--- src/sv/sws_pkg.sv ---
// ----------------------------------------------------------------------------
// sws_pkg
// Shared types and constants for the shallow-water wave speed unit.
// ----------------------------------------------------------------------------
package sws_pkg;

    localparam int Q_FRAC   = 16;
    localparam int WORD_W   = 32;
    localparam int GRAV_W   = 24;
    localparam int DIV_W    = WORD_W + Q_FRAC;
    localparam int PROD_W   = 56;
    localparam int ROOT_W   = PROD_W / 2;
    localparam int LANE_LAT = DIV_W + 2;

    localparam logic [GRAV_W-1:0] GRAVITY_RESET = 24'd642908;
    localparam logic [WORD_W-1:0] S32_MAX       = 32'h7FFF_FFFF;
    localparam logic [WORD_W-1:0] S32_MIN       = 32'h8000_0000;

    typedef struct packed {
        logic signed [31:0] left_depth;
        logic signed [31:0] left_momentum;
        logic signed [31:0] right_depth;
        logic signed [31:0] right_momentum;
    } sws_cell_t;

    typedef struct packed {
        logic signed [31:0] left_slow;
        logic signed [31:0] left_mid;
        logic signed [31:0] left_fast;
        logic signed [31:0] right_slow;
        logic signed [31:0] right_mid;
        logic signed [31:0] right_fast;
        logic signed [31:0] center_slow;
        logic signed [31:0] center_mid;
        logic signed [31:0] center_fast;
        logic               well_defined;
        logic               divide_fault;
    } sws_speed_t;

    typedef struct packed {
        logic signed [31:0] depth;
        logic signed [31:0] momentum;
    } sws_state_t;

    typedef struct packed {
        sws_state_t left;
        sws_state_t right;
        sws_state_t center;
    } sws_work_t;

    typedef struct packed {
        logic               valid;
        sws_work_t          work;
    } sws_push_t;

    typedef struct packed {
        logic signed [31:0] slow;
        logic signed [31:0] mid;
        logic signed [31:0] fast;
        logic               neg;
        logic               divz;
    } sws_lane_res_t;

endpackage

--- src/sv/sws_queue.sv ---
// ----------------------------------------------------------------------------
// sws_queue
// Short FIFO between the front and the back.
// ----------------------------------------------------------------------------
module sws_queue
    import sws_pkg::*;
#(
    parameter int DEPTH = 2
)
(
    input  logic      clk,
    input  logic      rst_n,
    input  sws_push_t push,
    output logic      full,
    input  logic      pop,
    output logic      avail,
    output sws_work_t head
);

    localparam int AW = (DEPTH > 1) ? $clog2(DEPTH) : 1;
    localparam int CW = $clog2(DEPTH + 1);

    sws_work_t       mem_reg [DEPTH];
    logic [AW-1:0]   wr_ptr_reg;
    logic [AW-1:0]   rd_ptr_reg;
    logic [CW-1:0]   count_reg;
    logic            do_pop;

    assign full   = (count_reg == CW'(DEPTH));
    assign avail  = (count_reg != '0);
    assign head   = mem_reg[rd_ptr_reg];
    assign do_pop = pop && avail;

    always_ff @(posedge clk)
    begin
        if (push.valid)
        begin
            mem_reg[wr_ptr_reg] <= push.work;
        end
    end

    always_ff @(posedge clk or negedge rst_n)
    begin
        if (!rst_n)
        begin
            wr_ptr_reg <= '0;
            rd_ptr_reg <= '0;
            count_reg  <= '0;
        end
        else
        begin
            if (push.valid)
            begin
                wr_ptr_reg <= (wr_ptr_reg == AW'(DEPTH - 1)) ? '0 : wr_ptr_reg + 1'b1;
            end
            if (do_pop)
            begin
                rd_ptr_reg <= (rd_ptr_reg == AW'(DEPTH - 1)) ? '0 : rd_ptr_reg + 1'b1;
            end
            if (push.valid && !do_pop)
            begin
                count_reg <= count_reg + 1'b1;
            end
            else if (!push.valid && do_pop)
            begin
                count_reg <= count_reg - 1'b1;
            end
        end
    end

endmodule

--- config.mk ---
export PLATFORM = sky130hd
export DESIGN_NAME = sws_queue
export DESIGN_NICKNAME = d
export VERILOG_FILES = /design/src/sv/sws_pkg.sv /design/src/sv/sws_queue.sv
export SDC_FILE = /design/constraint.sdc
export NUM_CORES = 1
export LEC_CHECK = 0
export ABC_AREA = 1
export BUFFER_PORTS_ARGS = -buffer_cell sky130_fd_sc_hd__buf_2
export CAP_MARGIN = 30
export CORE_MARGIN = 2
export CORE_UTILIZATION = 47
export CTS_BUF_LIST = sky130_fd_sc_hd__clkbuf_16
export CTS_CLUSTER_SIZE = 14
export DETAILED_ROUTE_END_ITERATION = 10
export HOLD_SLACK_MARGIN = 0.05
export PLACE_DENSITY = 0.78
export SLEW_MARGIN = 20
export SYNTH_ARGS = -nofsm -noshare
export SYNTH_HDL_FRONTEND = slang
export SYNTH_SLANG_ARGS = --single-unit
--- constraint.sdc ---
create_clock -name clk -period 8.94 [get_ports clk]
set_input_delay 2.235 -clock clk [delete_from_list [all_inputs] [get_ports clk]]
set_output_delay 2.235 -clock clk [all_outputs]
set_load 0.02 [all_outputs]
==> results.md <==
- Status: finished clean
- Pwr dens: 351 nW/um2
- Initial antenna violation count: 6
- Worst Hold Class: flop to flop
- Post-synth top cells: 585 x nand2_1, 384 x edfxtp_1, 19 x buf_6
- Required time worst endpoint: about 6700 ps
- Gpl congestion: around 0.76
- Register area share after synthesis: 0.814
- DR WL/cell: about 17 um
- Largest fanout on the critical path: 98
- GRT Util Overall: 0.191
- CP endpoint kind: output port
- Hold buffers post-CTS: 0
- Final Hold Fails: 0
- Site Rows: 63
- RSZ-0062 raised after global routing: false
- Final setup TNS: 0 ps
- # Post-CTS Setup Buffers: 0
- CTS tree: done
- Worst-path clk slew: around 60 ps
- Clock root buffer: clkbuf_16
- Arr. time, crit path: just under 3000 ps
- Layout cells sized above 1: 0.314
- WS Path Type: flop to output port
- Routed wire length: between 30000 and 40000 um
- Startpoint types: flop
- Post-CTS sizing: 0
- Finish-stage setup viols: 0
- Worst skew pair latency: a little over 500 ps
- Ranking of synthesized cells by area: edfxtp_1 81%, nand2_1 15%, buf_6 1.5%
- CTS Buf Count: 38
- Die W: roughly 180 um
- Share of the synthesized area in the top cell type: 0.807
- Synthesized cell area: about 14000 um2
- Vias in the first global route: 8911
- Die ar.: 31800 um2
- MaxCap Viol Count: 0
- Synth unique cells: 15
- Hpwl dp: 20800 um
- Fill cells: about 2200
- First-pass iteration count of the detailed router: 5
- GRT overflow: 0
- Starting Density: 0.479
- H-tree levels: 2
- Detail Route Antenna Nets: 0
- Die Span Y: approximately 180 um
- Worst vdd ir: between 200 and 300 uV
- Final period util: 0.577
- Syn_area_per_cell: 13.9 um2
- Number of flip-flops in the largest register: between 300 and 400
- IO Pins: 390
- Fin util: 0.598
- Post-synth EDFFs: ~380
- Relative slew slack: 0.363
- Syn Nets: roughly 1200
- #FFs+latches synth: 388
- Setup Skew: slightly below 7 ps
- Drt drc: 0
- Final #Nets: 1625
- Post-Syn Instances: between 1000 and 1500
- Global-route wire length before repair: ~47000 um
- Area grow syn2layout: 24.7%
- FFs w/ async S/R, synth: 0.0103
- Core Box Area: roughly 30000 um2
- Max Freq: 194 MHz
- Slew @ Worst Pin: between 900 and 1000 ps
- CTS sink cnt: between 300 and 400
- Most common cell in the netlist: nand2_1
- Final max-slew violation count: 0
- WHS: 502 ps
- Leak: 7.74 nW
- Clock tree buffer depth: 3
- Number of DRC markers in iteration 0: 628
- Yosys Warn Count: 0
- Via density: 4.89
- Leading area contributor after synthesis: edfxtp_1
- DR vias: ~9000
- Largest net degree at the start of global routing: 119
- Final period demand of the worst path: between 5000 and 6000 ps
- Predominant post-synthesis flop cell: edfxtp_1
- I/O Buffers: between 300 and 400
[power breakdown]
| group | switching, mW | total, mW | internal [mW] |
|---|---|---|---|
| Sequential | 0.0991 | 2.51 | 2.42 |
| Combinational | 1.54 | 2.11 | 0.572 |
| Clock | 0.634 | 1.63 | 0.997 |
| Total | 2.27 | 6.25 | 3.98 |
[cells in the final DEF, fill, tap and decap left out]
cell / count
clkbuf_16: 41
nand3_1: 2
buf_12: 1
clkinv_2: 5
inv_6: 2
buf_16: 3
buf_2: 389
xnor2_1: 1
bufinv_16: 6
diode_2: 2
inv_8: 1
nor2_1: 1
buf_4: 7
edfxtp_1: 384
dfrtp_4: 1
nor2_4: 1
ha_1: 1
nand2_1: 585
dfrtp_1: 3
inv_1: 13
nand4_1: 1
clkinv_1: 6
xor2_1: 1
[worst max-delay path: stages, from the launching register on]
cell,delay [ps]
dfrtp_4,620
inv_6,550
buf_4,530
buf_16,290
nand2_1,110
nand2_1,80
buf_2,160
[per-stage QoR]
stage / setup slack [ps] / power [mW] / instance area (um2) / std cells
6_report: 3780 / 6.25 / 17800 / 1847
5_1_grt: 3560 / 6.57 / 17800 / 1846
4_1_cts: 3680 / 6.30 / 17800 / 1843
3_5_place_dp: 4220 / 4.66 / 16500 / 1776
3_3_place_gp: 4080 / 4.60 / 16400 / 1774
2_1_floorplan: 1240 / 4.02 / 14300 / 1031
[final cells by class]
class                   count  area (um2)  area share
diodes                      2        5.00    0.000281
well taps                 390         488      0.0274
repair buffers            400        2100       0.118
inverters                   7        38.8     0.00218
flip-flops and latches    388       11600       0.653
multi-input cells         593        2260       0.127
clock buffers              41        1030      0.0576
clock inverters            26         267      0.0150
[final timing paths]
path | start | endpoint | slack (ps) | cells past startpoint
hold / removal | count_reg[1] | count_reg[1] | 500 | 2
setup reg to reg | wr_ptr_reg | mem_reg[1][52] | 6380 | 4
min in group asynchronous | rst_n | rd_ptr_reg | 1530 | 1
max in group asynchronous | rst_n | rd_ptr_reg | 7270 | 1
setup / recovery | rd_ptr_reg | head[85] | 3780 | 6
hold reg to reg | count_reg[1] | count_reg[1] | 500 | 2
[kinds of logic (layout without fill, tap and decap cells)]
kind of cell,after synthesis,after routing,share of synthesized area
adder cells (fa/ha/maj),1,1,0.000876
XOR/XNOR,2,2,0.00123
other,0,2,0
flip-flops,388,388,0.814
AND/OR/NAND/NOR,590,590,0.155
buffers and inverters,50,474,0.0282
[layer usage]
layer  track usage  part of all wire  vias up
li1              -                 -     4282
met1         0.217              0.36     4260
met4        0.0681             0.031       10
met3        0.0735              0.12       73
met2         0.330              0.49      414
met5             0            0.0021        -
No activity file was read; power rests on OpenSTA's default activity.
