### src/sv/sws_pkg.sv
// ----------------------------------------------------------------------------
// sws_pkg
// Shared types and constants for the shallow-water wave speed unit.
// ----------------------------------------------------------------------------
package sws_pkg;

    localparam int Q_FRAC   = 16;
    localparam int WORD_W   = 32;
    localparam int GRAV_W   = 24;
    localparam int DIV_W    = WORD_W + Q_FRAC;
    localparam int PROD_W   = 56;
    localparam int ROOT_W   = PROD_W / 2;
    localparam int LANE_LAT = DIV_W + 2;

    localparam logic [GRAV_W-1:0] GRAVITY_RESET = 24'd642908;
    localparam logic [WORD_W-1:0] S32_MAX       = 32'h7FFF_FFFF;
    localparam logic [WORD_W-1:0] S32_MIN       = 32'h8000_0000;

    typedef struct packed {
        logic signed [31:0] left_depth;
        logic signed [31:0] left_momentum;
        logic signed [31:0] right_depth;
        logic signed [31:0] right_momentum;
    } sws_cell_t;

    typedef struct packed {
        logic signed [31:0] left_slow;
        logic signed [31:0] left_mid;
        logic signed [31:0] left_fast;
        logic signed [31:0] right_slow;
        logic signed [31:0] right_mid;
        logic signed [31:0] right_fast;
        logic signed [31:0] center_slow;
        logic signed [31:0] center_mid;
        logic signed [31:0] center_fast;
        logic               well_defined;
        logic               divide_fault;
    } sws_speed_t;

    typedef struct packed {
        logic signed [31:0] depth;
        logic signed [31:0] momentum;
    } sws_state_t;

    typedef struct packed {
        sws_state_t left;
        sws_state_t right;
        sws_state_t center;
    } sws_work_t;

    typedef struct packed {
        logic               valid;
        sws_work_t          work;
    } sws_push_t;

    typedef struct packed {
        logic signed [31:0] slow;
        logic signed [31:0] mid;
        logic signed [31:0] fast;
        logic               neg;
        logic               divz;
    } sws_lane_res_t;

endpackage

### src/sv/sws_cell_if.sv
// ----------------------------------------------------------------------------
// sws_cell_if
// Valid/ready channel carrying one pair of neighboring cells.
// ----------------------------------------------------------------------------
interface sws_cell_if;
    import sws_pkg::*;

    logic      valid;
    logic      ready;
    sws_cell_t data;

    modport source (output valid, output data, input ready);
    modport sink   (input valid, input data, output ready);

endinterface

### src/sv/sws_front.sv
// ----------------------------------------------------------------------------
// sws_front
// Accepts cell pairs and forms the averaged interface state.
// ----------------------------------------------------------------------------
module sws_front
    import sws_pkg::*;
(
    sws_cell_if.sink    cells,
    input  logic        queue_full,
    output sws_push_t   push
);

    logic signed [32:0] depth_sum;
    logic signed [32:0] mom_sum;

    always_comb
    begin
        depth_sum = 33'(cells.data.left_depth) + 33'(cells.data.right_depth);
        mom_sum   = 33'(cells.data.left_momentum) + 33'(cells.data.right_momentum);
    end

    assign cells.ready = !queue_full;

    always_comb
    begin
        push.valid                = cells.valid && !queue_full;
        push.work.left.depth      = cells.data.left_depth;
        push.work.left.momentum   = cells.data.left_momentum;
        push.work.right.depth     = cells.data.right_depth;
        push.work.right.momentum  = cells.data.right_momentum;
        push.work.center.depth    = depth_sum[32:1];
        push.work.center.momentum = mom_sum[32:1];
    end

endmodule

### src/flat_wrapper.sv
// flat-port wrapper written by rule: the top's interface ports become plain ports
module sws_front_flat import sws_pkg::*;
  (queue_full, push, cells_valid, cells_data, cells_ready);
  sws_cell_if cells_i ();
  input  logic queue_full;
  output sws_push_t push;
  input wire logic [$bits(cells_i.valid)-1:0] cells_valid;
  input wire logic [$bits(cells_i.data)-1:0] cells_data;
  output wire logic [$bits(cells_i.ready)-1:0] cells_ready;
  assign cells_i.valid = cells_valid;
  assign cells_i.data = cells_data;
  assign cells_ready = cells_i.ready;
  sws_front u_core (.cells(cells_i), .queue_full(queue_full), .push(push));
endmodule
### config.mk
export PLATFORM = sky130hd
export DESIGN_NAME = sws_front_flat
export DESIGN_NICKNAME = d
export VERILOG_FILES = /design/src/sv/sws_pkg.sv /design/src/sv/sws_cell_if.sv /design/src/sv/sws_front.sv /design/src/flat_wrapper.sv
export SDC_FILE = /design/constraint.sdc
export NUM_CORES = 1
export LEC_CHECK = 0
export BUFFER_PORTS_ARGS = -buffer_cell sky130_fd_sc_hd__buf_4
export CAP_MARGIN = 15
export CORE_AREA = 2 2 126 128
export DETAILED_ROUTE_END_ITERATION = 10
export DIE_AREA = 0 0 128 130
export PLACE_DENSITY = 0.69
export SLEW_MARGIN = 0
export SYNTH_ARGS = -nofsm -noshare
export SYNTH_HDL_FRONTEND = slang
export SYNTH_SLANG_ARGS = --single-unit
### constraint.sdc
create_clock -name vclk -period 3
set_clock_uncertainty 0.15 [all_clocks]
set_input_delay 0.15 -clock vclk [all_inputs]
set_output_delay 0.15 -clock vclk [all_outputs]
set_load 0.05 [all_outputs]
==> PnR_summary.wiki <==
{| class="wikitable"
! Metric !! Value
|-
| GR Overflow Total || 0
|-
| Width of the die || 128 um
|-
| Violation count after the first detailed-routing iteration || 237
|-
| Top Family by Delay on Critical Path || compound AO/OA/AOI/OAI gates
|-
| Worst-margin pin slew || 0.501 ns
|-
| Cell area after synthesis || 4250 sq um
|-
| Layout cell share with drive strength beyond 1 || 43.8%
|-
| Synthesized instance count || 592
|-
| Synthesized netlist net count || 786
|-
| Max-cap violation count || 0
|-
| Total half-perimeter wirelength after legalization and detailed placement || 12,600 um
|-
| Most used cell, CP || buf_4
|-
| Critical path buffer and inverter count || 2
|-
| Die area || 16,600 sq um
|-
| Pwr per Cell Area || 410 nW/um^2
|-
| Critical Path Source || cells_data[32]
|-
| Category of the worst setup path launch point || input pin
|-
| Overall via count from detail_route || 4,809
|-
| Vias in the first global route || 4,344
|-
| Warning count from the yosys run || 0
|-
| Number of distinct library cells after synthesis || 49
|-
| Synth Area per Inst || 7.18 sq um
|-
| First-pass GRT wire length || 20,900 um
|-
| Antenna violations before repair || 0
|-
| Post-Route Hold Slack || 0.416 ns
|-
| Antenna cells || 0
|-
| Overall track demand over capacity in global routing || 14.9%
|-
| Most common library cell in the layout ignoring fill and taps || buf_4
|-
| Setup repair after global routing missed its margin || no
|-
| Critical Path Fanout Max || 3
|-
| Net count of the finished layout || 979
|-
| Worst rel slew slack || 66.3%
|-
| Sequential fraction of the synthesis area || 0%
|-
| Setup Crit Path Kind || in2out
|-
| Mean routed wirelength per cell || 14.5 um
|-
| Pleak || 3.08 nW
|-
| Number of failing setup endpoints in the final timing report || 0
|-
| Launch point of the worst hold path || cells_data[36]
|-
| Worst Setup End Kind || primary output
|-
| Post-layout minimum cycle time || 2.89 ns
|-
| Placer congestion estimate || 0.900
|-
| Final worst path period share || 96.4%
|-
| Most used cells in the layout excluding fill and tap cells || buf_4, a21oi_1, ha_1, nand2_1, xnor2_1
|-
| Critical path cell sequence || buf_4, and2_1, fa_1, a21o_1, a221oi_2, o31ai_2, a21bo_1, nor3b_1, o32a_1, xor2_1, buf_4
|-
| Effective utilization at floorplan || 27.6%
|-
| Count of nets left with antenna violations after detail routing || 0
|-
| Drc violations || 0
|-
| Average vias per placed instance || 4.93
|-
| Upper clock frequency limit || 346 MHz
|-
| Layout Area Growth over Synthesis || 40.6%
|-
| Clkbuf count || 0
|-
| Count of endpoints failing hold in the final timing report || 0
|-
| Worst IR drop on VDD || 0.279 mV
|-
| Placement Rows || 46
|-
| Number of slew-limit violations in the final report || 0
|-
| WP data arrival || 2.59 ns
|-
| First-pass detailed-route iteration total || 5
|-
| Die boundary height || 130 um
|-
| Footprint of the flip-flops and latches || 0 sq um
|-
| Class of the tightest hold or removal check || in2out
|-
| Sequential cell count of the final layout || 0
|-
| Cell area after placement || 5970 sq um
|-
| Worst EP required || 2.70 ns
|-
| Delay of the slowest cell on the worst path || 0.39 ns
|-
| Result of the run || finished clean
|-
| Io pins || 324
|-
| Share of the core filled with cells in the final layout || 38.8%
|-
| Final WL || 14,200 um
|-
| Maximum number of pins on one net before global-route repair || 11
|-
| Finished Cell Area || 5980 sq um
|-
| Post-CTS Setup Repair Bufs || 0
|-
| Slowest library cell on the worst path || fa_1
|-
| Number of port buffers || 324
|-
| Placeable core area || 15,400 sq um
|}
[cell families (layout without fill, tap and decap cells)]
group                    Yosys count  count (layout)  synth area share [%]
AO/OA/AOI/OAI                    190             190                  29.9
buffers and inverters            157             348                  25.2
AND/OR/NAND/NOR                  123             123                  13.8
adder cells (fa/ha/maj)           64              64                  19.2
XOR/XNOR                          58              58                  11.9
[layer usage]
metal	wire length, um	global-route usage [%]	vias up
met3	848	0.984	6
met1	5890	18.4	2195
met2	7360	29.5	206
li1	-	-	2402
met4	60	0.711	0
met5	0	0	-
[synthesized netlist by cell type, types with 8 or more instances]
cell      number  share of area [%]
a21o_1        24                4.2
o21bai_1      10                1.8
clkbuf_1      13                1.1
and2_1         9                1.3
xor2_1        21                4.3
inv_1         16                1.4
nand3_1       12                1.4
nand2_1       45                4.0
a31oi_1        9                1.3
o21ai_0       30                3.5
a21oi_1       64                7.5
xnor2_1       37                7.6
nand4_1        9                1.3
nor2_1        21                1.9
buf_4        128                 23
o211ai_1       8                1.4
ha_1          62                 18
[worst paths after layout]
| path | end | cells past startpoint |
|---|---|---|
| max | push[55] | 11 |
| min | push[100] | 2 |
[final cells by class]
class	count	area, sq um
Fill cell	1639	9450
Inverter	16	60.1
Multi-Input combinational cell	435	3190
Tap cell	192	240
Timing Repair Buffer	332	2490
[stage by stage]
stage / cells / setup WS, ns / power, mW / setup TNS [ns]
global route: 975 / 0.00314 / 2.58 / 0
detailed placement: 975 / 0.107 / 2.44 / 0
global placement: 975 / 0.110 / 2.44 / 0
finish: 975 / 0.108 / 2.45 / 0
floorplan: 592 / -0.0836 / 1.79 / -0.153
CTS: 975 / 0.104 / 2.45 / 0
[where the power goes]
group          switching, mW  total (mW)  leakage [nW]  internal [mW]
Clock                      0           0             0              0
Combinational           1.65        2.45          3.08          0.803
Sequential                 0           0             0              0
[timing repair]
item,in CTS,in global routing
setup endpoints to repair,0,3
resized for setup,0,2
hold buffers,0,0
(Power assumes the default switching activity.)
